<file path="src/hdl/vsc_pkg.sv">
`default_nettype none
package vsc_pkg;

  localparam int FRAC_BITS = 16;
  localparam int POS_W     = 32;
  localparam int MAG_W     = 33;           // |new - center|
  localparam int SQ_W      = 68;           // sum of squares, padded to even
  localparam int ROOT_W    = SQ_W / 2;     // 34
  localparam int SREM_W    = ROOT_W + 1;   // square root partial remainder
  localparam int DIST_W    = ROOT_W + 1;   // root + particle radius
  localparam int RB_W      = 15 + FRAC_BITS;
  localparam int NUM_W     = MAG_W + RB_W; // 64
  localparam int QUO_W     = MAG_W;        // quotient stays below the magnitude
  localparam int DREM_W    = DIST_W;
  localparam int WIDE_W    = 35;

  typedef enum logic [2:0] {
    REG_GRAV_X  = 3'd0,
    REG_GRAV_Y  = 3'd1,
    REG_CENTER_X = 3'd2,
    REG_CENTER_Y = 3'd3,
    REG_BOUND_R = 3'd4,
    REG_PART_R  = 3'd5
  } reg_idx_t;

  // everything an item carries past the arithmetic cells
  typedef struct packed {
    logic signed [POS_W-1:0] nx;
    logic signed [POS_W-1:0] ny;
    logic signed [POS_W-1:0] px;
    logic signed [POS_W-1:0] py;
    logic [MAG_W-1:0]        ax;
    logic [MAG_W-1:0]        ay;
    logic                    neg_x;
    logic                    neg_y;
    logic                    mov;
    logic                    last;
  } meta_t;

  function automatic logic signed [POS_W-1:0] sat32(input logic signed [WIDE_W-1:0] v);
    logic signed [WIDE_W-1:0] hi;
    logic signed [WIDE_W-1:0] lo;
    hi = WIDE_W'(32'sh7fffffff);
    lo = -WIDE_W'(33'sh080000000);
    if (v > hi) return 32'sh7fffffff;
    else if (v < lo) return 32'sh80000000;
    else return v[POS_W-1:0];
  endfunction

endpackage
`default_nettype wire

</file>
<file path="src/hdl/vsc_sqrt_cell.sv">
`default_nettype none
// one root bit per cell, two radicand bits consumed
module vsc_sqrt_cell (
  input  wire logic                        clk,
  input  wire logic                        rst_n,
  input  wire logic                        en,
  input  wire logic                        vld_i,
  input  wire logic [vsc_pkg::SQ_W-1:0]    s_i,
  input  wire logic [vsc_pkg::SREM_W-1:0]  rem_i,
  input  wire logic [vsc_pkg::ROOT_W-1:0]  root_i,
  input  wire vsc_pkg::meta_t              meta_i,
  output logic                             vld_o,
  output logic [vsc_pkg::SQ_W-1:0]         s_o,
  output logic [vsc_pkg::SREM_W-1:0]       rem_o,
  output logic [vsc_pkg::ROOT_W-1:0]       root_o,
  output vsc_pkg::meta_t                   meta_o
);
  logic [vsc_pkg::SREM_W+1:0] cur;
  logic [vsc_pkg::SREM_W+1:0] trial;
  logic                       take;

  assign cur   = {rem_i, s_i[vsc_pkg::SQ_W-1 -: 2]};
  assign trial = {root_i, 2'b01};
  assign take  = cur >= trial;

  always_ff @(posedge clk) begin
    if (!rst_n) begin
      vld_o <= 1'b0;
    end else if (en) begin
      vld_o <= vld_i;
    end
    if (en) begin
      s_o    <= {s_i[vsc_pkg::SQ_W-3:0], 2'b00};
      rem_o  <= take ? vsc_pkg::SREM_W'(cur - trial) : cur[vsc_pkg::SREM_W-1:0];
      root_o <= {root_i[vsc_pkg::ROOT_W-2:0], take};
      meta_o <= meta_i;
    end
  end
endmodule
`default_nettype wire

</file>
<file path="config.mk">
export PLATFORM = sky130hd
export DESIGN_NAME = vsc_sqrt_cell
export DESIGN_NICKNAME = d
export VERILOG_FILES = /design/src/hdl/vsc_pkg.sv /design/src/hdl/vsc_sqrt_cell.sv
export SDC_FILE = /design/constraint.sdc
export NUM_CORES = 1
export LEC_CHECK = 0
export ABC_AREA = 1
export BUFFER_PORTS_ARGS = -buffer_cell sky130_fd_sc_hd__buf_2
export CAP_MARGIN = 30
export CORE_AREA = 10 10 252 254
export CTS_BUF_LIST = sky130_fd_sc_hd__clkbuf_2
export CTS_CLUSTER_SIZE = 10
export DETAILED_ROUTE_END_ITERATION = 16
export DIE_AREA = 0 0 262 264
export HOLD_SLACK_MARGIN = 0.1
export PLACE_DENSITY = 0.47
export SKIP_CTS_REPAIR_TIMING = 1
export SYNTH_ARGS = -nofsm -noshare
export SYNTH_HDL_FRONTEND = slang
export SYNTH_SLANG_ARGS = --single-unit
</file>
<file path="constraint.sdc">
create_clock -name clk -period 4.62 [get_ports clk]
set_input_delay 0 -clock clk [delete_from_list [all_inputs] [get_ports clk]]
set_output_delay 0 -clock clk [all_outputs]
set_load 0.01 [all_outputs]
</file>
==> run summary, run 1 <==
status: stopped before the end
Last stage: 5_1_grt
First Error: [ERROR RSZ-0060] Max buffer count reached.
Compound-Gate Fraction of Synth Area: 0.0180
Die W: 262 µm
detailed placement HPWL: 54.9 mm
# IOs: 675
largest family of logic cells by synthesized area: simple AND/OR/NAND/NOR gates
Post-synth EDFFs: 333
Cells after Synth: 1012
Synth Area in XOR/XNOR: 0.0109
Die Y-Extent: 264 µm
Mapped Area: 0.0136 mm²
clock root buffer: clkbuf_2
YS warnings: 0
Max clock buf depth: 3
ys async rst share: 0
#FFs+latches synth: 334
number of buffers added on ports: 672
mean post-synth cell area: 13.4 µm²
Rows: 89
sequential share of the synthesized area: 0.736
post-synthesis adder-cell area fraction: 0.0331
starting density of the core: 0.233
Synth cell types: 36
Synth Flop Type: edfxtp_1
clock sink count: 334
fraction of the mapped netlist area in simple logic gates: 0.155
CTS buffer count: 94
Final Wtd Congestion: 0.906
mux cell area share after synthesis: 0
H-tree Lvls: 3
largest net degree at the start of global routing: 111
## logic make-up after synthesis
kind of cell             count (synthesis)
AO/OA/AOI/OAI                           43
XOR/XNOR                                17
adder cells (fa/ha/maj)                 36
buffers and inverters                  143
flip-flops                             334
other                                    1
AND/OR/NAND/NOR                        438
## synth_stat cells (2+ instances only)
library cell | n | area, µm²
edfxtp_1 | 333 | 10000
o21bai_1 | 6 | 45.0
nor3_1 | 6 | 30.0
nor2_1 | 56 | 210
xor2_1 | 16 | 140
buf_4 | 2 | 15.0
nor2_2 | 6 | 37.5
nor4_1 | 3 | 18.8
a21oi_1 | 25 | 125
ha_1 | 36 | 450
nand3_1 | 40 | 200
nand2_1 | 252 | 946
buf_6 | 8 | 90.1
nand4_1 | 5 | 31.3
buf_8 | 2 | 30.0
nand3_2 | 41 | 410
nand2_2 | 11 | 68.8
o21ai_0 | 6 | 30.0
a21oi_2 | 2 | 17.5
inv_1 | 130 | 488
nand3b_1 | 10 | 75.1
nor2_4 | 2 | 22.5
## through the flow
step,util,instance area [µm²],worst slack (ns),hold slack (ns),instances
2_1_floorplan,-,13600,2.96,0.0935,1013
3_3_place_gp,0.306,17900,2.01,0.177,2448
3_5_place_dp,0.306,17900,1.97,0.178,2449
4_1_cts,0.319,18700,2.58,-1.13,2599
==> run 2: changes to the inputs <==
- CORE_AREA: 10 10 252 254 -> 10 10 251 253
- CTS_BUF_LIST: sky130_fd_sc_hd__clkbuf_2 -> not set
- CTS_CLUSTER_SIZE: 10 -> not set
- DIE_AREA: 0 0 262 264 -> 0 0 261 263
- HOLD_SLACK_MARGIN: 0.1 -> not set
- PLACE_DENSITY: 0.47 -> not set
- PLACE_DENSITY_LB_ADDON: not set -> 0.15
==> run summary, run 2 <==
Yosys top cell area share: 0.735
dpl ws: 2.10 ns
area delta synth->final: 65.1%
most frequent cells in the layout: 671 x buf_2, 335 x dlygate4sd3_1, 333 x edfxtp_1, 252 x nand2_1, 130 x inv_1
fillcell total: 5726
FMAX: 397 MHz
vias per cell: 4.10
WL per Instance: 21.7 µm
Max Cap Violations: 0
clock root buffer: clkbuf_16
via count: 11700
vias in the first global route: 10900
most flop-heavy register: meta_o
final setup vio count: 0
Die Y-Extent: 263 µm
final cell count without fillers: 2858
sequential share of the synthesized area: 0.736
endpoints failing hold: 0
slew at the pin closest to its max-slew limit: 0.763 ns
clock sink count: 334
clk slew on worst S/H paths: 0.06 ns
worst hold path type: input pin to register
die area: 0.0686 mm²
CP Data Arrival Time: 2.82 ns
Final Critical Period: 2.52 ns
Reg2Reg Depth: 3
Largest regs: meta_o: 198 flops, s_o: 66 flops, rem_o: 35 flops
Worst-Skew Late Latency: 0.56 ns
hold depth: 2
commonest non-fill, non-tap cell in the layout: buf_2
Final Slew Violations: 0
largest cells by area after synthesis: edfxtp_1 73%, nand2_1 7.0%, inv_1 3.6%
Die W: 261 µm
ratio of cells with drive above 1 in the final layout: 0.381
fin worst setup slack: 2.10 ns
initial antenna violation count: 6
worst hold slack: 0.144 ns
overall power: 8.13 mW
Peak VDD IR: 0.245 mV
# nets final: 2429
GRT Total Usage: 0.164
Post-synth EDFFs: 333
Setup TNS: 0 ns
detailed placement HPWL: 49.3 mm
mean post-synth cell area: 13.4 µm²
ys async rst share: 0
First-pass DRT Iterations: 5
Worst Skew: 0 ns
WP data required: 4.92 ns
RSZ-0062 raised after global routing: false
crit-path cells: dlygate4sd3_1 > buf_2 > ha_1 > nand2_1 > inv_1 > nand2_1 > and2_1 > nand2_1 > a21oi_2 > nand4_4 > nand3_1 > nand2_1
Crit. End Element: register
Mapped Area: 0.0136 mm²
cell area after layout: 0.0225 mm²
slowest stage cell, crit path: nand4_4
register area: 0.0100 mm²
count leader, synth: edfxtp_1
Max clock buf depth: 3
Worst path most repeated cell: nand2_1
pwr/cell area: 362 mW/mm²
status: finished clean
worst-path maximum fanout: 37
CP Buf/Inv Count: 3
total congestion overflow: 0
TritonCTS clock tree: done
post-route ant nets: 0
H-tree Lvls: 2
synth cell count leaders: 333 x edfxtp_1, 252 x nand2_1, 130 x inv_1, 56 x nor2_1, 41 x nand3_2
cell type with the largest total area after synthesis: edfxtp_1
remaining routing DRC violations: 0
#FFs+latches synth: 334
Cells after Synth: 1012
Synth cell types: 36
area post-placement: 0.0179 mm²
Final Wtd Congestion: 0.906
final core occ: 0.386
dpl cells: 2449
Slowest Stage Delay on Critical Path: 0.58 ns
Core ar.: 0.0582 mm²
headroom to the max-slew limit: 0.491
Initial DRC Count: 645
Pleak: 10.1 nW
delay-heaviest family, CP: simple AND/OR/NAND/NOR gates
CP Depth: 12
first-pass GRT wire length: 81.2 mm
starting density of the core: 0.234
crit start category: input pin
Rows: 89
YS warnings: 0
number of buffers added on ports: 672
final WL: 62.0 mm
Synth Flop Type: edfxtp_1
# IOs: 675
fin crit share: 0.545
largest net degree at the start of global routing: 120
CTS buffer count: 41
max reg flops: 198
kind of critical path: input pin to register
area of the multi-input gates: 0.00297 mm²
==> run 2: cell counts after synthesis <==
Identical to the previous run, type by type.
==> run 2: power by group <==
group	total, mW	leakage, nW	switching, mW	internal [mW]
clock network	3.00	0.585	1.32	1.69
registers	3.71	3.27	0.0721	3.64
logic	1.41	6.24	0.804	0.611
total	8.13	10.1	2.19	5.94
==> run 2: path summary, 6_finish.rpt <==
kind	startpoint	end	slack (ns)
worst max-delay path	rem_i[25]	rem_o[19]	2.10
worst min-delay path	meta_i[38]	meta_o[38]	0.14
worst max register to register	vld_o	vld_o	3.38
worst min register to register	vld_o	vld_o	1.14
==> run 2: per-layer routing <==
layer | share of wire | GRT usage
met2 | 0.54 | 0.315
met5 | 0 | 0
met3 | 0.072 | 0.0525
met4 | 0.021 | 0.0356
met1 | 0.37 | 0.167
==> run 2: layout make-up <==
class,instances,area share
multi-input combinational,536,0.132
clock inverter,22,0.00813
inverter,130,0.0217
timing repair buffer,1011,0.302
antenna,7,0.000780
clock buffer,45,0.0463
tap,773,0.0431
sequential,334,0.446
==> run 2: logic make-up after synthesis <==
kind of cell,after synthesis,share of synthesized area
AND/OR/NAND/NOR,438,0.155
other,1,0.000276
adder cells (fa/ha/maj),36,0.0331
flip-flops,334,0.736
AO/OA/AOI/OAI,43,0.0180
buffers and inverters,143,0.0462
XOR/XNOR,17,0.0109
(Power assumes the default switching activity.)
==> run 3: changes to the inputs <==
- clock period: 4.62 -> 2.3 ns (I/O delays scaled with it)
==> run summary, run 3 (same netlist as run 2, synthesis figures left out) <==
Pleak: 10.3 nW
pwr/cell area: 727 mW/mm²
remaining routing DRC violations: 0
CTS buffer count: 40
cell area after layout: 0.0229 mm²
Peak VDD IR: 0.450 mV
TritonCTS clock tree: done
Slowest Stage Delay on Critical Path: 0.56 ns
post-route ant nets: 0
initial antenna violation count: 12
most flop-heavy register: meta_o
# nets final: 2462
Setup TNS: 0 ns
Die W: 261 µm
final WL: 62.3 mm
fillcell total: 5671
register area: 0.0100 mm²
worst hold path type: input pin to register
CP Data Arrival Time: 2.47 ns
WP data required: 2.60 ns
Rows: 89
area post-placement: 0.0183 mm²
slowest stage cell, crit path: dlygate4sd3_1
Initial DRC Count: 680
largest net degree at the start of global routing: 72
first-pass GRT wire length: 82.5 mm
Final Critical Period: 2.17 ns
WL per Instance: 21.5 µm
Worst Setup SP: root_i[21]
Worst path most repeated cell: nand2_1
worst r2r src: vld_o
Die Y-Extent: 263 µm
Largest regs: meta_o: 198 flops, s_o: 66 flops, rem_o: 35 flops
vias per cell: 4.07
area of the multi-input gates: 0.00297 mm²
Worst-Skew Late Latency: 0.55 ns
vias in the first global route: 11100
Worst Skew: 0 ns
fin crit share: 0.944
crit-path cells: dlygate4sd3_1 > buf_2 > inv_1 > ha_1 > nand2_2 > inv_1 > nand2_1 > nand2_1 > nand2_1 > nand2_1 > a21oi_2 > nand4_4 > buf_4 > nand2_1 > nand2_1
delay-heaviest family, CP: buffers and inverters
H-tree Lvls: 2
Core ar.: 0.0582 mm²
FMAX: 460 MHz
Max clock buf depth: 3
status: finished clean
Final Slew Violations: 0
clk slew on worst S/H paths: 0.05 ns
die area: 0.0686 mm²
kind of critical path: input pin to register
clock sink count: 334
Max Cap Violations: 0
clock root buffer: clkbuf_16
endpoints failing hold: 0
max reg flops: 198
total congestion overflow: 0
# IOs: 675
RSZ-0062 raised after global routing: false
CP Buf/Inv Count: 5
GRT Total Usage: 0.166
most frequent cells in the layout: 671 x buf_2, 335 x dlygate4sd3_1, 333 x edfxtp_1, 252 x nand2_1, 130 x inv_1
min-delay src: rem_i[9]
starting density of the core: 0.234
commonest non-fill, non-tap cell in the layout: buf_2
worst hold slack: 0.0956 ns
overall power: 16.7 mW
Final Wtd Congestion: 0.827
First-pass DRT Iterations: 5
final setup vio count: 0
via count: 11800
area delta synth->final: 68.4%
detailed placement HPWL: 50.3 mm
worst-path maximum fanout: 13
Crit. End Element: register
ratio of cells with drive above 1 in the final layout: 0.393
crit start category: input pin
number of buffers added on ports: 672
## run 3: final timing paths
path	to	slack, ns	depth (start not counted)
setup / recovery	rem_o[13]	0.13	15
hold / removal	rem_o[11]	0.1	5
setup reg to reg	vld_o	1.09	3
hold reg to reg	vld_o	1.11	3
## run 3: metal layers
layer / GRT usage / part of all wire / routed length (µm)
met5: 0 / 0.00014 / 9
met2: 0.316 / 0.53 / 33300
met4: 0.0355 / 0.023 / 1410
met1: 0.176 / 0.37 / 23200
met3: 0.0477 / 0.071 / 4410
## run 3: area by class of cell
class / count / share of cell area
clock buffer: 45 / 0.0445
tap: 773 / 0.0422
inverter: 130 / 0.0213
clock inverter: 24 / 0.0111
antenna: 10 / 0.00109
sequential: 334 / 0.437
multi-input combinational: 536 / 0.129
timing repair buffer: 1045 / 0.313
## run 3: worst reg2reg max path, stage by stage, from the launching register on
cell and delay [ns]:
dfxtp_1 0.31, o21ai_0 0.17, a21oi_1 0.06, dlygate4sd3_1 0.57
## run 3: report_power, final
group / switching (mW) / leakage [nW] / internal [mW]
Clock: 2.62 / 0.619 / 3.66
Sequential: 0.160 / 3.27 / 7.31
Combinational: 1.61 / 6.46 / 1.31
## run 3: per-stage QoR
| step | setup slack [ns] | std cells | util |
|---|---|---|---|
| 2_1_floorplan | 0.642 | 1013 | - |
| 3_3_place_gp | 0.102 | 2483 | 0.314 |
| 3_5_place_dp | 0.0658 | 2483 | 0.314 |
| 4_1_cts | 0.667 | 2552 | 0.335 |
| 5_1_grt | 0.0217 | 2894 | 0.393 |
| 6_report | 0.128 | 2897 | 0.393 |
==> run 4: changes to the inputs <==
- RECOVER_POWER: not set -> 25
- clock period: 2.3 -> 1.7 ns (I/O delays scaled with it)
==> run summary, run 4 (same netlist as run 2, synthesis figures left out) <==
total congestion overflow: 0
# IOs: 675
Worst Skew: 0 ns
dpl ws: -0.462 ns
met2 Use GR: 0.309
Rows: 89
Slowest Stage Delay on Critical Path: 0.45 ns
largest net degree at the start of global routing: 67
Peak VDD IR: 0.673 mV
Crit. End Element: register
CTS buffer count: 39
internal cell power: 16.5 mW
final WL: 63.2 mm
first-pass GRT wire length: 82.1 mm
max reg flops: 198
Final Wtd Congestion: 0.850
Pleak: 10.9 nW
pwr/cell area: 939 mW/mm²
hold worst-path end: rem_o[1]
worst r2r src: vld_o
status: finished clean
fin worst setup slack: 0.153 ns
via count: 12300
initial antenna violation count: 9
ratio of cells with drive above 1 in the final layout: 0.422
Clock power frac: 0.356
FMAX: 646 MHz
Reg2Reg Depth: 3
most frequent cells in the layout: 653 x buf_2, 336 x dlygate4sd3_1, 333 x edfxtp_1, 251 x nand2_1, 159 x buf_4
WL per Instance: 20.9 µm
met1 usage: 0.170
Core ar.: 0.0582 mm²
crit start category: input pin
starting density of the core: 0.234
number of buffers added on ports: 672
combinational share of power: 0.193
endpoints failing hold: 0
Largest regs: meta_o: 198 flops, s_o: 66 flops, rem_o: 35 flops
Psw: 5.85 mW
Reg power frac: 0.451
clk slew on worst S/H paths: 0.06 ns
Die W: 261 µm
hold depth: 6
crit-path cells: buf_2 > inv_1 > ha_1 > nand2_1 > nor2_2 > nand2_2 > nor2_1 > nand2_1 > nand2_2 > nand2_4 > buf_12 > nand3_1 > nand2_1
most flop-heavy register: meta_o
Final Slew Violations: 0
Final Critical Period: 1.55 ns
setup slack, reg-to-reg: 0.48 ns
# nets final: 2594
vias in the first global route: 11300
remaining routing DRC violations: 0
Worst path most repeated cell: nand2_1
area post-placement: 0.0192 mm²
Switching Share: 0.262
cell area after layout: 0.0238 mm²
vias per cell: 4.05
CP Buf/Inv Count: 3
TritonCTS clock tree: done
Initial DRC Count: 780
commonest non-fill, non-tap cell in the layout: buf_2
clock root buffer: clkbuf_16
global-route track usage on met3: 0.0550
worst hold path type: input pin to register
area delta synth->final: 74.9%
H-tree Lvls: 2
min-delay src: s_i[67]
worst hold slack: 0.0549 ns
CP Data Arrival Time: 1.84 ns
WP data required: 1.99 ns
post-route ant nets: 0
Die Y-Extent: 263 µm
kind of critical path: input pin to register
RSZ-0062 raised after global routing: false
Max clock buf depth: 3
die area: 0.0686 mm²
Worst-Skew Late Latency: 0.55 ns
final setup vio count: 0
slowest stage cell, crit path: ha_1
fin crit share: 0.910
Crit Reg-Reg Endpoint: vld_o
busiest grt layer: met2
Max Cap Violations: 0
First-pass DRT Iterations: 5
delay-heaviest family, CP: simple AND/OR/NAND/NOR gates
clock sink count: 334
worst-path maximum fanout: 18
GRT Total Usage: 0.165
detailed placement HPWL: 50.6 mm
-- run 4: cell types whose count changed in the layout (fill, tap and decap cells not counted), sizes merged --
cell         change
dlygate4sd3      +1
clkinv           -4
clkinvlp         +3
diode            +1
buf            +114
inv              -2
clkbuf          +23
bufinv           -3
-- run 4: routing by layer --
| layer | wire length [µm] | share of wire | up-vias |
|---|---|---|---|
| li1 | - | - | 5916 |
| met1 | 23500 | 0.37 | 5832 |
| met2 | 33600 | 0.53 | 434 |
| met3 | 4560 | 0.072 | 78 |
| met4 | 1620 | 0.026 | 2 |
| met5 | 8 | 0.00013 | - |
-- run 4: power by group through the flow --
| stage | registers [mW] | clock network (mW) | logic (mW) |
|---|---|---|---|
| 2_1_floorplan | 10.6 | 0 | 0.982 |
| 6_report | 10.1 | 7.96 | 4.30 |
| 5_1_grt | 10.1 | 8.59 | 4.67 |
| 3_3_place_gp | 10.2 | 0 | 3.68 |
| 4_1_cts | 10.1 | 8.26 | 3.70 |
| 3_5_place_dp | 10.2 | 0 | 3.69 |
-- run 4: final cells by class --
type,count,area [µm²]
repair buffers,1178,8130
fillers,5716,34400
well taps,773,967
inverters,130,488
clock inverters,18,136
multi-input cells,536,2970
clock buffers,50,1060
flip-flops and latches,334,10000
diodes,11,27.5
-- run 4: worst register-to-register path: stages (launching register included) --
cell and delay [ns]:
dfxtp_1 0.32, o21ai_0 0.17, a21oi_1 0.05, dlygate4sd3_1 0.56
-- run 4: how the worst max path moves through the flow --
stage                           from   endpoint  slack [ns]  depth (start not counted)
after floorplan            root_i[0]  rem_o[33]        0.04                         15
after global routing      root_i[14]  rem_o[33]        0.03                         14
after CTS                  root_i[9]  rem_o[18]        0.13                         15
final                     root_i[23]  rem_o[34]        0.15                         13
after detailed placement   root_i[9]  rem_o[34]       -0.46                         15
after global placement    root_i[23]  rem_o[25]       -0.46                         12
-- run 4: metrics by stage --
| step | util | setup TNS [ns] | instances | power (mW) |
|---|---|---|---|---|
| 5_1_grt | 0.409 | 0 | 3026 | 23.4 |
| 2_1_floorplan | - | 0 | 1013 | 11.6 |
| 6_report | 0.409 | 0 | 3030 | 22.3 |
| 3_3_place_gp | 0.330 | -15.01 | 2615 | 13.9 |
| 4_1_cts | 0.351 | 0 | 2683 | 22.0 |
| 3_5_place_dp | 0.330 | -15.39 | 2615 | 13.9 |
