[src/hdl/vsc_pkg.sv]
`default_nettype none
package vsc_pkg;

  localparam int FRAC_BITS = 16;
  localparam int POS_W     = 32;
  localparam int MAG_W     = 33;           // |new - center|
  localparam int SQ_W      = 68;           // sum of squares, padded to even
  localparam int ROOT_W    = SQ_W / 2;     // 34
  localparam int SREM_W    = ROOT_W + 1;   // square root partial remainder
  localparam int DIST_W    = ROOT_W + 1;   // root + particle radius
  localparam int RB_W      = 15 + FRAC_BITS;
  localparam int NUM_W     = MAG_W + RB_W; // 64
  localparam int QUO_W     = MAG_W;        // quotient stays below the magnitude
  localparam int DREM_W    = DIST_W;
  localparam int WIDE_W    = 35;

  typedef enum logic [2:0] {
    REG_GRAV_X  = 3'd0,
    REG_GRAV_Y  = 3'd1,
    REG_CENTER_X = 3'd2,
    REG_CENTER_Y = 3'd3,
    REG_BOUND_R = 3'd4,
    REG_PART_R  = 3'd5
  } reg_idx_t;

  // everything an item carries past the arithmetic cells
  typedef struct packed {
    logic signed [POS_W-1:0] nx;
    logic signed [POS_W-1:0] ny;
    logic signed [POS_W-1:0] px;
    logic signed [POS_W-1:0] py;
    logic [MAG_W-1:0]        ax;
    logic [MAG_W-1:0]        ay;
    logic                    neg_x;
    logic                    neg_y;
    logic                    mov;
    logic                    last;
  } meta_t;

  function automatic logic signed [POS_W-1:0] sat32(input logic signed [WIDE_W-1:0] v);
    logic signed [WIDE_W-1:0] hi;
    logic signed [WIDE_W-1:0] lo;
    hi = WIDE_W'(32'sh7fffffff);
    lo = -WIDE_W'(33'sh080000000);
    if (v > hi) return 32'sh7fffffff;
    else if (v < lo) return 32'sh80000000;
    else return v[POS_W-1:0];
  endfunction

endpackage
`default_nettype wire

[src/hdl/vsc_div_cell.sv]
`default_nettype none
// one quotient bit per cell for both axes; nq holds numerator bits then quotient bits
module vsc_div_cell (
  input  wire logic                        clk,
  input  wire logic                        rst_n,
  input  wire logic                        en,
  input  wire logic                        vld_i,
  input  wire logic [vsc_pkg::DIST_W-1:0]  d_i,
  input  wire logic [vsc_pkg::DREM_W-1:0]  rem_i [2],
  input  wire logic [vsc_pkg::QUO_W-1:0]   nq_i [2],
  input  wire vsc_pkg::meta_t              meta_i,
  output logic                             vld_o,
  output logic [vsc_pkg::DIST_W-1:0]       d_o,
  output logic [vsc_pkg::DREM_W-1:0]       rem_o [2],
  output logic [vsc_pkg::QUO_W-1:0]        nq_o [2],
  output vsc_pkg::meta_t                   meta_o
);
  logic [vsc_pkg::DREM_W:0] cur [2];
  logic                     take [2];

  always_comb begin
    for (int k = 0; k < 2; k++) begin
      cur[k]  = {rem_i[k], nq_i[k][vsc_pkg::QUO_W-1]};
      take[k] = cur[k] >= {1'b0, d_i};
    end
  end

  always_ff @(posedge clk) begin
    if (!rst_n) begin
      vld_o <= 1'b0;
    end else if (en) begin
      vld_o <= vld_i;
    end
    if (en) begin
      d_o    <= d_i;
      meta_o <= meta_i;
      for (int k = 0; k < 2; k++) begin
        rem_o[k] <= take[k] ? vsc_pkg::DREM_W'(cur[k] - {1'b0, d_i})
                            : cur[k][vsc_pkg::DREM_W-1:0];
        nq_o[k]  <= {nq_i[k][vsc_pkg::QUO_W-2:0], take[k]};
      end
    end
  end
endmodule
`default_nettype wire

[config.mk]
export PLATFORM = sky130hd
export DESIGN_NAME = vsc_div_cell
export DESIGN_NICKNAME = d
export VERILOG_FILES = /design/src/hdl/vsc_pkg.sv /design/src/hdl/vsc_div_cell.sv
export SDC_FILE = /design/constraint.sdc
export NUM_CORES = 1
export LEC_CHECK = 0
export ABC_AREA = 1
export BUFFER_PORTS_ARGS = -buffer_cell sky130_fd_sc_hd__buf_4
export CAP_MARGIN = 20
export CORE_AREA = 2 2 293 295
export CTS_BUF_LIST = sky130_fd_sc_hd__clkbuf_8 sky130_fd_sc_hd__clkbuf_16
export CTS_CLUSTER_DIAMETER = 100
export CTS_CLUSTER_SIZE = 40
export DETAILED_ROUTE_END_ITERATION = 10
export DIE_AREA = 0 0 295 297
export PLACE_DENSITY_LB_ADDON = 0.08
export SLEW_MARGIN = 30
export SYNTH_ARGS = -nofsm -noshare
export SYNTH_HDL_FRONTEND = slang
export SYNTH_SLANG_ARGS = --single-unit
[constraint.sdc]
create_clock -name clk -period 2.1 [get_ports clk]
set_input_delay 0.21 -clock clk [delete_from_list [all_inputs] [get_ports clk]]
set_output_delay 0.21 -clock clk [all_outputs]
set_load 0.02 [all_outputs]
==> results of run 1 <==
[path summary, 6_finish.rpt]
kind,slack (ps),to,from,depth (start not counted)
max,70,rem_o[51]$_DFFE_PP_,d_i[34],13
min,50,rem_o[51]$_DFFE_PP_,rem_i[50],4
max reg2reg,910,vld_o$_SDFFE_PN0P_,vld_o$_SDFFE_PN0P_,3
min reg2reg,1110,vld_o$_SDFFE_PN0P_,vld_o$_SDFFE_PN0P_,3
[layout make-up]
cell class,count,area (sq um)
Clock inverter,20,394
Sequential cell,370,11100
Inverter,247,936
Fill cell,8527,52900
Tap cell,1144,1430
Clock buffer,24,601
Timing Repair Buffer,1397,11600
Multi-Input combinational cell,1042,5560
[flip-flops by register name (all words and copies together), names as in the netlist]
signal and count:
d_o 35, nq_o 66, meta_o 198, vld_o 1
rem_o 70
[layer usage]
layer  up-vias  global-route usage, %  share of wire [%]
met4         0                   3.78                2.3
met5         -                      0                  0
met2       433                   35.2                 55
met3        55                   2.59                4.8
met1      8103                   19.9                 38
li1       8295                      -                  -
[timing repair]
action                                  in CTS  in global routing
hold endpoints to repair                   377                  0
setup buffers                                0                  2
gates resized for setup                      0                 54
hold buffers                               366                  0
endpoints found under the setup margin       0                 71
[worst max-delay path, stage by stage]
cell	delay, ps
dlygate4sd3_1	530
buf_4	100
inv_1	100
buf_12	150
ha_1	310
inv_1	100
nor4_4	290
nand2_2	100
nand2_4	130
inv_4	70
clkbuf_16	180
nand2_1	60
nand2_1	40
[stage by stage]
stage / hold slack, ps / total power [mW] / setup TNS, ps / cells / util [%]
finish: 46.2 / 21.5 / 0 / 4244 / 37.4
global route: 31.0 / 22.5 / -1020 / 4244 / 37.4
CTS: 6.92 / 21.8 / 0 / 4241 / 37.1
detailed placement: 389 / 15.0 / -27780 / 3831 / 31.6
global placement: 389 / 15.1 / -26610 / 3831 / 31.6
floorplan: 303 / 11.7 / 0 / 1673 / -
[cell usage after synthesis]
cell type	count	share of area [%]
nand4_1	10	0.36
o21bai_1	10	0.43
nor2_4	3	0.19
nand2_4	3	0.19
fa_1	2	0.23
nand3_2	21	1.2
nor4_2	1	0.071
nand3_1	53	1.5
xnor2_1	4	0.20
buf_12	4	0.46
and2_1	1	0.036
a21oi_2	1	0.050
nor2_2	12	0.43
nand2_1	586	13
nand3b_1	13	0.56
inv_1	238	5.1
nand3_4	1	0.10
nor2_1	107	2.3
o21ai_1	1	0.029
buf_2	6	0.17
buf_6	2	0.13
ha_1	70	5.0
edfxtp_1	369	63
dfxtp_1	1	0.11
nor4_1	3	0.11
nand2_2	21	0.75
a21oi_1	54	1.5
inv_2	8	0.17
inv_4	1	0.036
nor3_1	12	0.34
xor2_1	32	1.6
buf_4	2	0.086
o21ai_0	20	0.57
o211ai_1	1	0.043
[kinds of logic (layout without fill, tap and decap cells)]
logic type / count (synthesis) / in the layout
AO/OA/AOI/OAI: 87 / 87
adder cells (fa/ha/maj): 72 / 72
AND/OR/NAND/NOR: 847 / 847
buffers and inverters: 261 / 1688
XOR/XNOR: 36 / 36
flip-flops: 370 / 370
[report_power, final]
group | total [mW] | internal [mW] | switching, mW | leakage [nW]
clock network | 6.00 | 2.59 | 3.40 | 0.467
registers | 9.17 | 8.93 | 0.234 | 3.62
logic | 6.31 | 2.96 | 3.35 | 10.7
==> out/qor.txt, run 1 <==
Final ANT Viol Nets = 0
Wire per inst = 19.2 um
P per Cell Area = 679 nW/um^2
Most frequent cells in the layout = buf_4, nand2_1, edfxtp_1
Cell area after layout = 31,600 sq um
Path type of the worst setup path = in -> reg
Mapped Area = 17,500 sq um
Max FO, Critical Path = 14
Total vias in the final route = 16.9k
Synth Area in Compound Gates = 2.67%
Maximum VDD drop = 0.589 mV
First-pass GRT wire length = 116,000 um
Antenna diodes = 0
Die width = 295 um
CTS tree = done
Total CTS buffers = 24
DRC = 0
Largest net degree at the start of global routing = 90
Setup crit end kind = flip-flop
Syn Nets = 2,118
Clk root buf = clkbuf_16
# port buffers = 742
Register area share after synthesis = 63.4%
Die Y = 297 um
Worst hold path type = in -> reg
Clk Latency, worst-skew pair = 620 ps
Simple-Gate Fraction of Synth Area = 20.7%
YS warnings = 0
Commonest non-fill, non-tap cell in the layout = buf_4
Final worst slack = 70.6 ps
Final Slew Violations = 0
Clock sink count = 370
Detail Placement HPWL = 66,200 um
Die area = 87,600 sq um
Starting Density = 20.7%
Status = complete, no violations
Worst rel slew slack = 65.3%
Post-synthesis mux area share = 0%
Synthesized flop and latch total = 370
Core area = 84,500 sq um
Fraction of layout cells with a size suffix above 1 = 38.5%
Vias in the first global route = 17.8k
Startpoint Class = input port
Vias/cell = 3.98
Min Tclk post-route = 2030 ps
Initial drt markers = 751
Io pins = 743
Period utilization = 96.6%
Max_cap viols = 0
Worst-margin pin slew = 520 ps
Crit path DAT = 2370 ps
Antenna violations before repair = 0
Setup Skew = 0 ps
Leak = 14.8 nW
DP Worst Slack = -486 ps
DR pass1 iterations = 5
Synth Area in XOR/XNOR = 1.80%
Hold Vio Cnt, Final = 0
Avg Inst Size Synth = 10.5 sq um
Layout area overhead = 80.7%
Final #Nets = 3,527
DP Area = 26,700 sq um
Fmax = 0.493 GHz
H-tree levels = 1
Cell count after synthesis = 1,673
# setup viols final = 0
Cell Rows = 107
Global route overflow = 0
Adder-cell share of the synthesized area = 5.23%
Count of different cell masters after synthesis = 34
GP Congestion = 0.894
GRT Util Overall = 17.9%
Clock buffer depth = 3
Clock-pin slew on the worst setup and hold paths = 70 ps
Largest family of logic cells by synthesized area = simple AND/OR/NAND/NOR gates
Setup repair after global routing missed its margin = true
Worst Path Required = 2440 ps
Post-Route WL = 81,300 um
No activity file was read; power rests on OpenSTA's default activity.
==> inputs of run 2 (changes only) <==
--- a/config.mk
+++ b/config.mk
@@ -8,12 +8,12 @@
 export ABC_AREA = 1
 export BUFFER_PORTS_ARGS = -buffer_cell sky130_fd_sc_hd__buf_4
 export CAP_MARGIN = 20
-export CORE_AREA = 2 2 293 295
+export CORE_AREA = 2 2 288 290
 export CTS_BUF_LIST = sky130_fd_sc_hd__clkbuf_8 sky130_fd_sc_hd__clkbuf_16
 export CTS_CLUSTER_DIAMETER = 100
 export CTS_CLUSTER_SIZE = 40
 export DETAILED_ROUTE_END_ITERATION = 10
-export DIE_AREA = 0 0 295 297
+export DIE_AREA = 0 0 290 292
 export PLACE_DENSITY_LB_ADDON = 0.08
 export SLEW_MARGIN = 30
 export SYNTH_ARGS = -nofsm -noshare
==> run 2 against run 1 <==
Via count increased by 0.12%. Utilization increased by 1.4 points. Worst hold slack improved by 23 ps. Non-clock buffer count increased by 27. Power decreased by 0.56%. Critical path depth increased by 2. Worst setup slack got worse by 35 ps. Flip-flop and latch count unchanged. Sequential power about the same. Clock skew unchanged. Sequential share of layout area about the same. Highest routed layer unchanged. Clock power decreased by 2%.
==> out/qor.txt, run 2 (synthesis gave the netlist of run 1 again) <==
Antenna violations before repair = 2 (+2)
Setup crit end kind = flip-flop
Fmax = 0.484 GHz (-1.7%)
Initial drt markers = 891 (+19%)
Fin util = 38.8% (+1.4 points)
Starting Density = 21.5% (+0.73 points)
Crit path DAT = 2430 ps (+60 ps)
Most flops, register = meta_o
Status = complete, no violations
Max stage delay on crit path = 550 ps (+20 ps)
Worst R2R End = vld_o$_SDFFE_PN0P_
Die area = 84,700 sq um (-3.3%)
Final Slew Violations = 0 (unchanged)
Max FO, Critical Path = 8 (-6)
Seq pwr share = 42.8% (about the same)
Wire per inst = 19.4 um (+1.2%)
Path type of the worst setup path = in -> reg
P per Cell Area = 675 nW/um^2 (-0.69%)
Clk root buf = clkbuf_16
Worst Reg-to-Reg Cells = 3 (unchanged)
Worst Path Required = 2460 ps (+20 ps)
Core area = 81,600 sq um (-3.4%)
# port buffers = 742 (unchanged)
DP Worst Slack = -442 ps (+44.1 ps)
Net Sw Frac = 32.1% (-0.47 points)
Worst hold path type = in -> reg
CTS tree = done
Commonest non-fill, non-tap cell in the layout = buf_4
Register-to-register path setup slack = 910 ps (about the same)
Startpoint Class = input port
Fraction of layout cells with a size suffix above 1 = 38.4% (about the same)
Internal = 14.5 mW (+0.13%)
Vias/cell = 4.02 (+1.1%)
Crit path cell chain = dlygate4sd3_1 -> buf_4 -> ha_1 -> nand2_1 -> nor2_2 -> nand2_2 -> nor2_2 -> nand2_1 -> nand2_2 -> a21oi_4 -> nand2_8 -> buf_12 -> buf_12 -> nand2_2 -> nand2_1
Die width = 290 um (-1.7%)
Period utilization = 98.3% (+1.7 points)
GP Congestion = 0.951 (+6.3%)
Vias in the first global route = 17.8k (-0.21%)
Detail Placement HPWL = 66,200 um (about the same)
Final worst slack = 35.4 ps (-35.2 ps)
CP top delay family = buffers and inverters
DP Area = 26,800 sq um (+0.46%)
Most frequent cells in the layout = buf_4, nand2_1, edfxtp_1
Total CTS buffers = 24 (unchanged)
Total vias in the final route = 16.9k (+0.12%)
CP bufs+invs = 4 (-3)
First-pass GRT wire length = 116,000 um (-0.13%)
GRT Util Overall = 18.3% (+0.44 points)
Layout fillers = 8,197 (-3.9%)
Hold_sp = rem_i[47]
P_sw = 6.85 mW (-2.0%)
CP max stage cell = dlygate4sd3_1
Setup Skew = 0 ps (unchanged)
DRC = 0 (unchanged)
Layout area overhead = 80.9%
Global route overflow = 0 (unchanged)
# setup viols final = 0 (unchanged)
Clock power frac = 27.4% (-0.5 points)
Die Y = 292 um (-1.7%)
Part of the power in combinational logic = 29.8% (+0.4 points)
Max_cap viols = 0 (unchanged)
Worst rel slew slack = 75.1% (+9.8 points)
Worst-margin pin slew = 374 ps (-146 ps)
Cell Rows = 105 (-1.9%)
Largest net degree at the start of global routing = 67 (-26%)
Max reg flops = 198 (unchanged)
Clock sink count = 370 (unchanged)
Final #Nets = 3,556 (+0.82%)
Min Tclk post-route = 2060 ps (+35.2 ps)
Clock buffer depth = 3 (unchanged)
Maximum VDD drop = 0.583 mV (-0.91%)
Critical R2R Launch = vld_o$_SDFFE_PN0P_
Hold Vio Cnt, Final = 0 (unchanged)
H-tree levels = 1 (unchanged)
Post-Route WL = 81,400 um (+0.16%)
Final ANT Viol Nets = 0 (unchanged)
DR pass1 iterations = 6 (+1)
Leak = 14.9 nW (+1.0%)
Clock-pin slew on the worst setup and hold paths = 100 ps (+30 ps)
Biggest regs = meta_o (198), rem_o (70), nq_o (66)
Total power = 21.4 mW (-0.56%)
Io pins = 743 (unchanged)
Clk Latency, worst-skew pair = 590 ps (-30 ps)
Worst hold path depth = 4 (unchanged)
WHS Endpoint = rem_o[48]$_DFFE_PP_
Cell area after layout = 31,700 sq um (+0.13%)
-- run 2: cell types whose count changed in the layout (fill, tap and decap cells not counted), sizes merged --
cell,change
buf,+27
clkinv,+4
clkbuf,+2
clkinvlp,-2
diode,+2
dlygate4sd3,-1
inv,-1
-- run 2: power by group through the flow --
stage	Clock, mW	Sequential (mW)	Combinational [mW]
after floorplan	0	10.2	1.53
after global placement	0	9.32	5.75
after detailed placement	0	9.32	5.74
after CTS	6.12	9.16	6.37
after global routing	6.34	9.22	6.85
final	5.85	9.15	6.36
-- run 2: timing repair --
item | 4_1_cts | 5_1_grt
gates resized for setup | 0 | 34
hold buffers | 365 | 0
endpoints found under the setup margin | 0 | 70
setup buffers | 0 | 2
hold endpoints to repair | 367 | 0
-- run 2: worst max path at each step --
stage	from	end	slack (ps)	cells after the start
final	rem_i[27]	rem_o[14]$_DFFE_PP_	40	15
after global routing	rem_i[66]	rem_o[64]$_DFFE_PP_	-0.8	11
after CTS	rem_i[66]	rem_o[64]$_DFFE_PP_	2	11
after detailed placement	d_i[7]	rem_o[52]$_DFFE_PP_	-440	16
after global placement	d_i[7]	rem_o[52]$_DFFE_PP_	-430	16
after floorplan	nq_i[65]	rem_o[68]$_DFFE_PP_	2	16
-- run 2: metrics by stage --
step                cells  hold WS, ps  setup TNS [ps]
floorplan            1673          303               0
global placement     3784          389          -24060
detailed placement   3784          389          -26250
CTS                  4193         30.6               0
global route         4201         47.1           -1.02
finish               4201         68.9               0
-- run 2: layout make-up --
class                      count  area, sq um  share of cell area [%]
timing repair buffer        1424        11800                    37.3
clock inverter                19          353                    1.11
timing repair inverter         2         17.5                  0.0553
multi-input combinational   1042         5450                    17.2
sequential                   370        11100                    35.1
clock buffer                  25          626                    1.98
inverter                     247          942                    2.98
tap                         1070         1340                    4.23
antenna                        2         5.00                  0.0158
-- run 2: tightest hold or removal path, cell delays in order --
cell	delay, ps
buf_4	120
buf_4	110
nand2_1	40
nand2_1	40
-- run 2: routing by layer --
| metal | wire, um | GRT usage, % | vias to the layer above |
|---|---|---|---|
| met1 | 31900 | 20.8 | 8057 |
| met3 | 3610 | 2.95 | 71 |
| met5 | 0 | 0 | - |
| met2 | 44300 | 35.9 | 425 |
| li1 | - | - | 8354 |
| met4 | 1600 | 3.40 | 0 |
==> inputs of run 3 (changes only) <==
==> constraint.sdc (replaced) <==
create_clock -name clk -period 2.1 [get_ports clk]
set_input_delay 0.105 -clock clk [delete_from_list [all_inputs] [get_ports clk]]
set_output_delay 0.105 -clock clk [all_outputs]
set_load 0.02 [all_outputs]
==> run 3 against run 2 <==
Die area unchanged. Non-clock buffer count shrank 21. Flip-flop and latch count unchanged. Maximum frequency increased by 0.56%. Global-route usage grew 0.25 points. Sequential share of layout area fell by 0.27 points. Clock power fell by 4.3%.
==> out/qor.txt, run 3 (synthesis gave the netlist of run 1 again) <==
Crit path cell chain = dlygate4sd3_1 -> buf_4 -> ha_1 -> nand2_2 -> nor2_2 -> buf_4 -> nand2_1 -> nand2_1 -> a21oi_4 -> nand2_4 -> nand2_4 -> nand2_8 -> buf_12 -> buf_4 -> nand2_2 -> nand2_1
Layout area overhead = 82.3%
Die Y = 292 um (unchanged)
Die area = 84,700 sq um (unchanged)
Clock power frac = 26.4% (-1.0 points)
Final Slew Violations = 0 (unchanged)
Total CTS buffers = 23 (-4.2%)
Net Sw Frac = 32.7% (+0.62 points)
Vias in the first global route = 18.1k (+1.8%)
Max reg flops = 198 (unchanged)
Biggest regs = meta_o (198), rem_o (70), nq_o (66)
Status = complete, no violations
Leak = 14.9 nW (-0.64%)
Period utilization = 97.8% (-0.55 points)
Min Tclk post-route = 2050 ps (-11.6 ps)
Most frequent cells in the layout = buf_4, nand2_1, edfxtp_1, dlygate4sd3_1, inv_1
GP Congestion = 0.919 (-3.3%)
Wire per inst = 19.7 um (+1.6%)
Seq pwr share = 43.1% (+0.3 points)
Crit path DAT = 2420 ps (about the same)
Clock-pin slew on the worst setup and hold paths = 110 ps (about the same)
Clk Latency, worst-skew pair = 630 ps (+40 ps)
Max_cap viols = 0 (unchanged)
Path type of the worst setup path = in -> reg
Final #Nets = 3,532 (-0.67%)
Fmax = 0.487 GHz (+0.56%)
Worst-margin pin slew = 604 ps (+230 ps)
Fraction of layout cells with a size suffix above 1 = 40.2% (+1.8 points)
Max FO, Critical Path = 8 (unchanged)
Max stage delay on crit path = 540 ps (about the same)
DP Worst Slack = -395 ps (+46.8 ps)
P per Cell Area = 665 nW/um^2 (-1.4%)
Detail Placement HPWL = 66,700 um (+0.80%)
# port buffers = 742 (unchanged)
Setup Skew = 0 ps (unchanged)
Initial drt markers = 778 (-13%)
Final ANT Viol Nets = 0 (unchanged)
P_sw = 6.94 mW (+1.3%)
Global route overflow = 0 (unchanged)
Internal = 14.3 mW (-1.5%)
Startpoint Class = input port
Worst Path Required = 2460 ps (about the same)
Clk root buf = clkbuf_16
# setup viols final = 0 (unchanged)
Final worst slack = 47.0 ps (+11.6 ps)
Post-Route WL = 82,200 um (+1.0%)
Total vias in the final route = 17.0k (+0.37%)
Layout fillers = 8,208 (+0.13%)
Hold Vio Cnt, Final = 0 (unchanged)
Part of the power in combinational logic = 30.5% (+0.7 points)
Most flops, register = meta_o
Setup crit end kind = flip-flop
Die width = 290 um (unchanged)
GRT Util Overall = 18.6% (+0.25 points)
Clock sink count = 370 (unchanged)
Largest net degree at the start of global routing = 46 (-31%)
Antenna violations before repair = 3 (+1)
CTS tree = done
CP top delay family = buffers and inverters
Core area = 81,600 sq um (unchanged)
CP bufs+invs = 5 (+1)
Starting Density = 21.5% (unchanged)
Maximum VDD drop = 0.577 mV (-1.1%)
Worst hold margin = 51.0 ps (-18.0 ps)
DR pass1 iterations = 5 (-1)
H-tree levels = 1 (unchanged)
CP max stage cell = dlygate4sd3_1
Io pins = 743 (unchanged)
Worst rel slew slack = 59.7% (-15 points)
DRC = 0 (unchanged)
First-pass GRT wire length = 118,000 um (+1.3%)
Vias/cell = 4.06 (+0.99%)
Worst hold path type = in -> reg
Cell Rows = 105 (unchanged)
Clock buffer depth = 3 (unchanged)
Commonest non-fill, non-tap cell in the layout = buf_4
==> run 3: cell count changes in the layout (fill, tap and decap cells not counted), moves of 8 or more <==
cell     before   now
a21oi_1      49    39
a21oi_2       5    13
buf_4      1041  1017
ha_1         67    46
ha_4          3    23
nand2_1     577   556
nand2_2      30    49
nor2_1      100    90
==> run 3: per-stage QoR <==
step,cell area [sq um],TNS (ps),total power [mW],instances,utilization (%)
6_report,31900,0,21.2,4175,39.1
5_1_grt,31900,-37.2,22.3,4174,39.1
4_1_cts,31200,0,21.3,4168,38.2
3_5_place_dp,26600,-16530,15.0,3757,32.6
3_3_place_gp,26600,-16930,15.0,3757,32.6
2_1_floorplan,17500,0,11.7,1673,-
==> run 3: worst paths after layout <==
kind / end / startpoint / slack [ps] / cells past startpoint
setup / recovery: rem_o[16]$_DFFE_PP_ / rem_i[15] / 50 / 16
hold reg to reg: vld_o$_SDFFE_PN0P_ / vld_o$_SDFFE_PN0P_ / 1110 / 3
hold / removal: rem_o[35]$_DFFE_PP_ / d_i[0] / 50 / 5
setup reg to reg: vld_o$_SDFFE_PN0P_ / vld_o$_SDFFE_PN0P_ / 910 / 3
==> run 3: power by group through the flow <==
| stage | logic (mW) | registers [mW] | clock network, mW |
|---|---|---|---|
| after floorplan | 1.53 | 10.2 | 0 |
| after global placement | 5.71 | 9.32 | 0 |
| after detailed placement | 5.70 | 9.32 | 0 |
| after CTS | 6.33 | 9.16 | 5.85 |
| after global routing | 6.98 | 9.22 | 6.06 |
| final | 6.47 | 9.15 | 5.60 |
==> run 3: routing by layer <==
layer	track usage [%]	routed length, um	up-vias
li1	-	-	8302
met4	4.03	1850	0
met2	36.4	44900	418
met5	0	0	-
met1	20.9	32300	8183
met3	2.89	3180	66
==> run 3: final cells by class <==
type / count / area [sq um] / area share [%]
sequential: 370 / 11100 / 34.8
inverter: 247 / 942 / 2.95
clock buffer: 23 / 576 / 1.80
timing repair buffer: 1403 / 11700 / 36.6
clock inverter: 19 / 335 / 1.05
multi-input combinational: 1042 / 5940 / 18.6
tap: 1070 / 1340 / 4.20
antenna: 1 / 2.50 / 0.00784
==> run 3: timing repair <==
| item | 4_1_cts | 5_1_grt |
|---|---|---|
| hold buffers | 369 | 0 |
| resized for setup | 0 | 125 |
| buffers inserted | 0 | 3 |
| setup endpoints to repair | 0 | 70 |
| hold endpoints to repair | 387 | 0 |
==> run 3: worst register-to-register path: stages, from the launching register on <==
cell	delay [ps]
dfxtp_1	340
o21ai_0	150
a21oi_1	50
dlygate4sd3_1	550
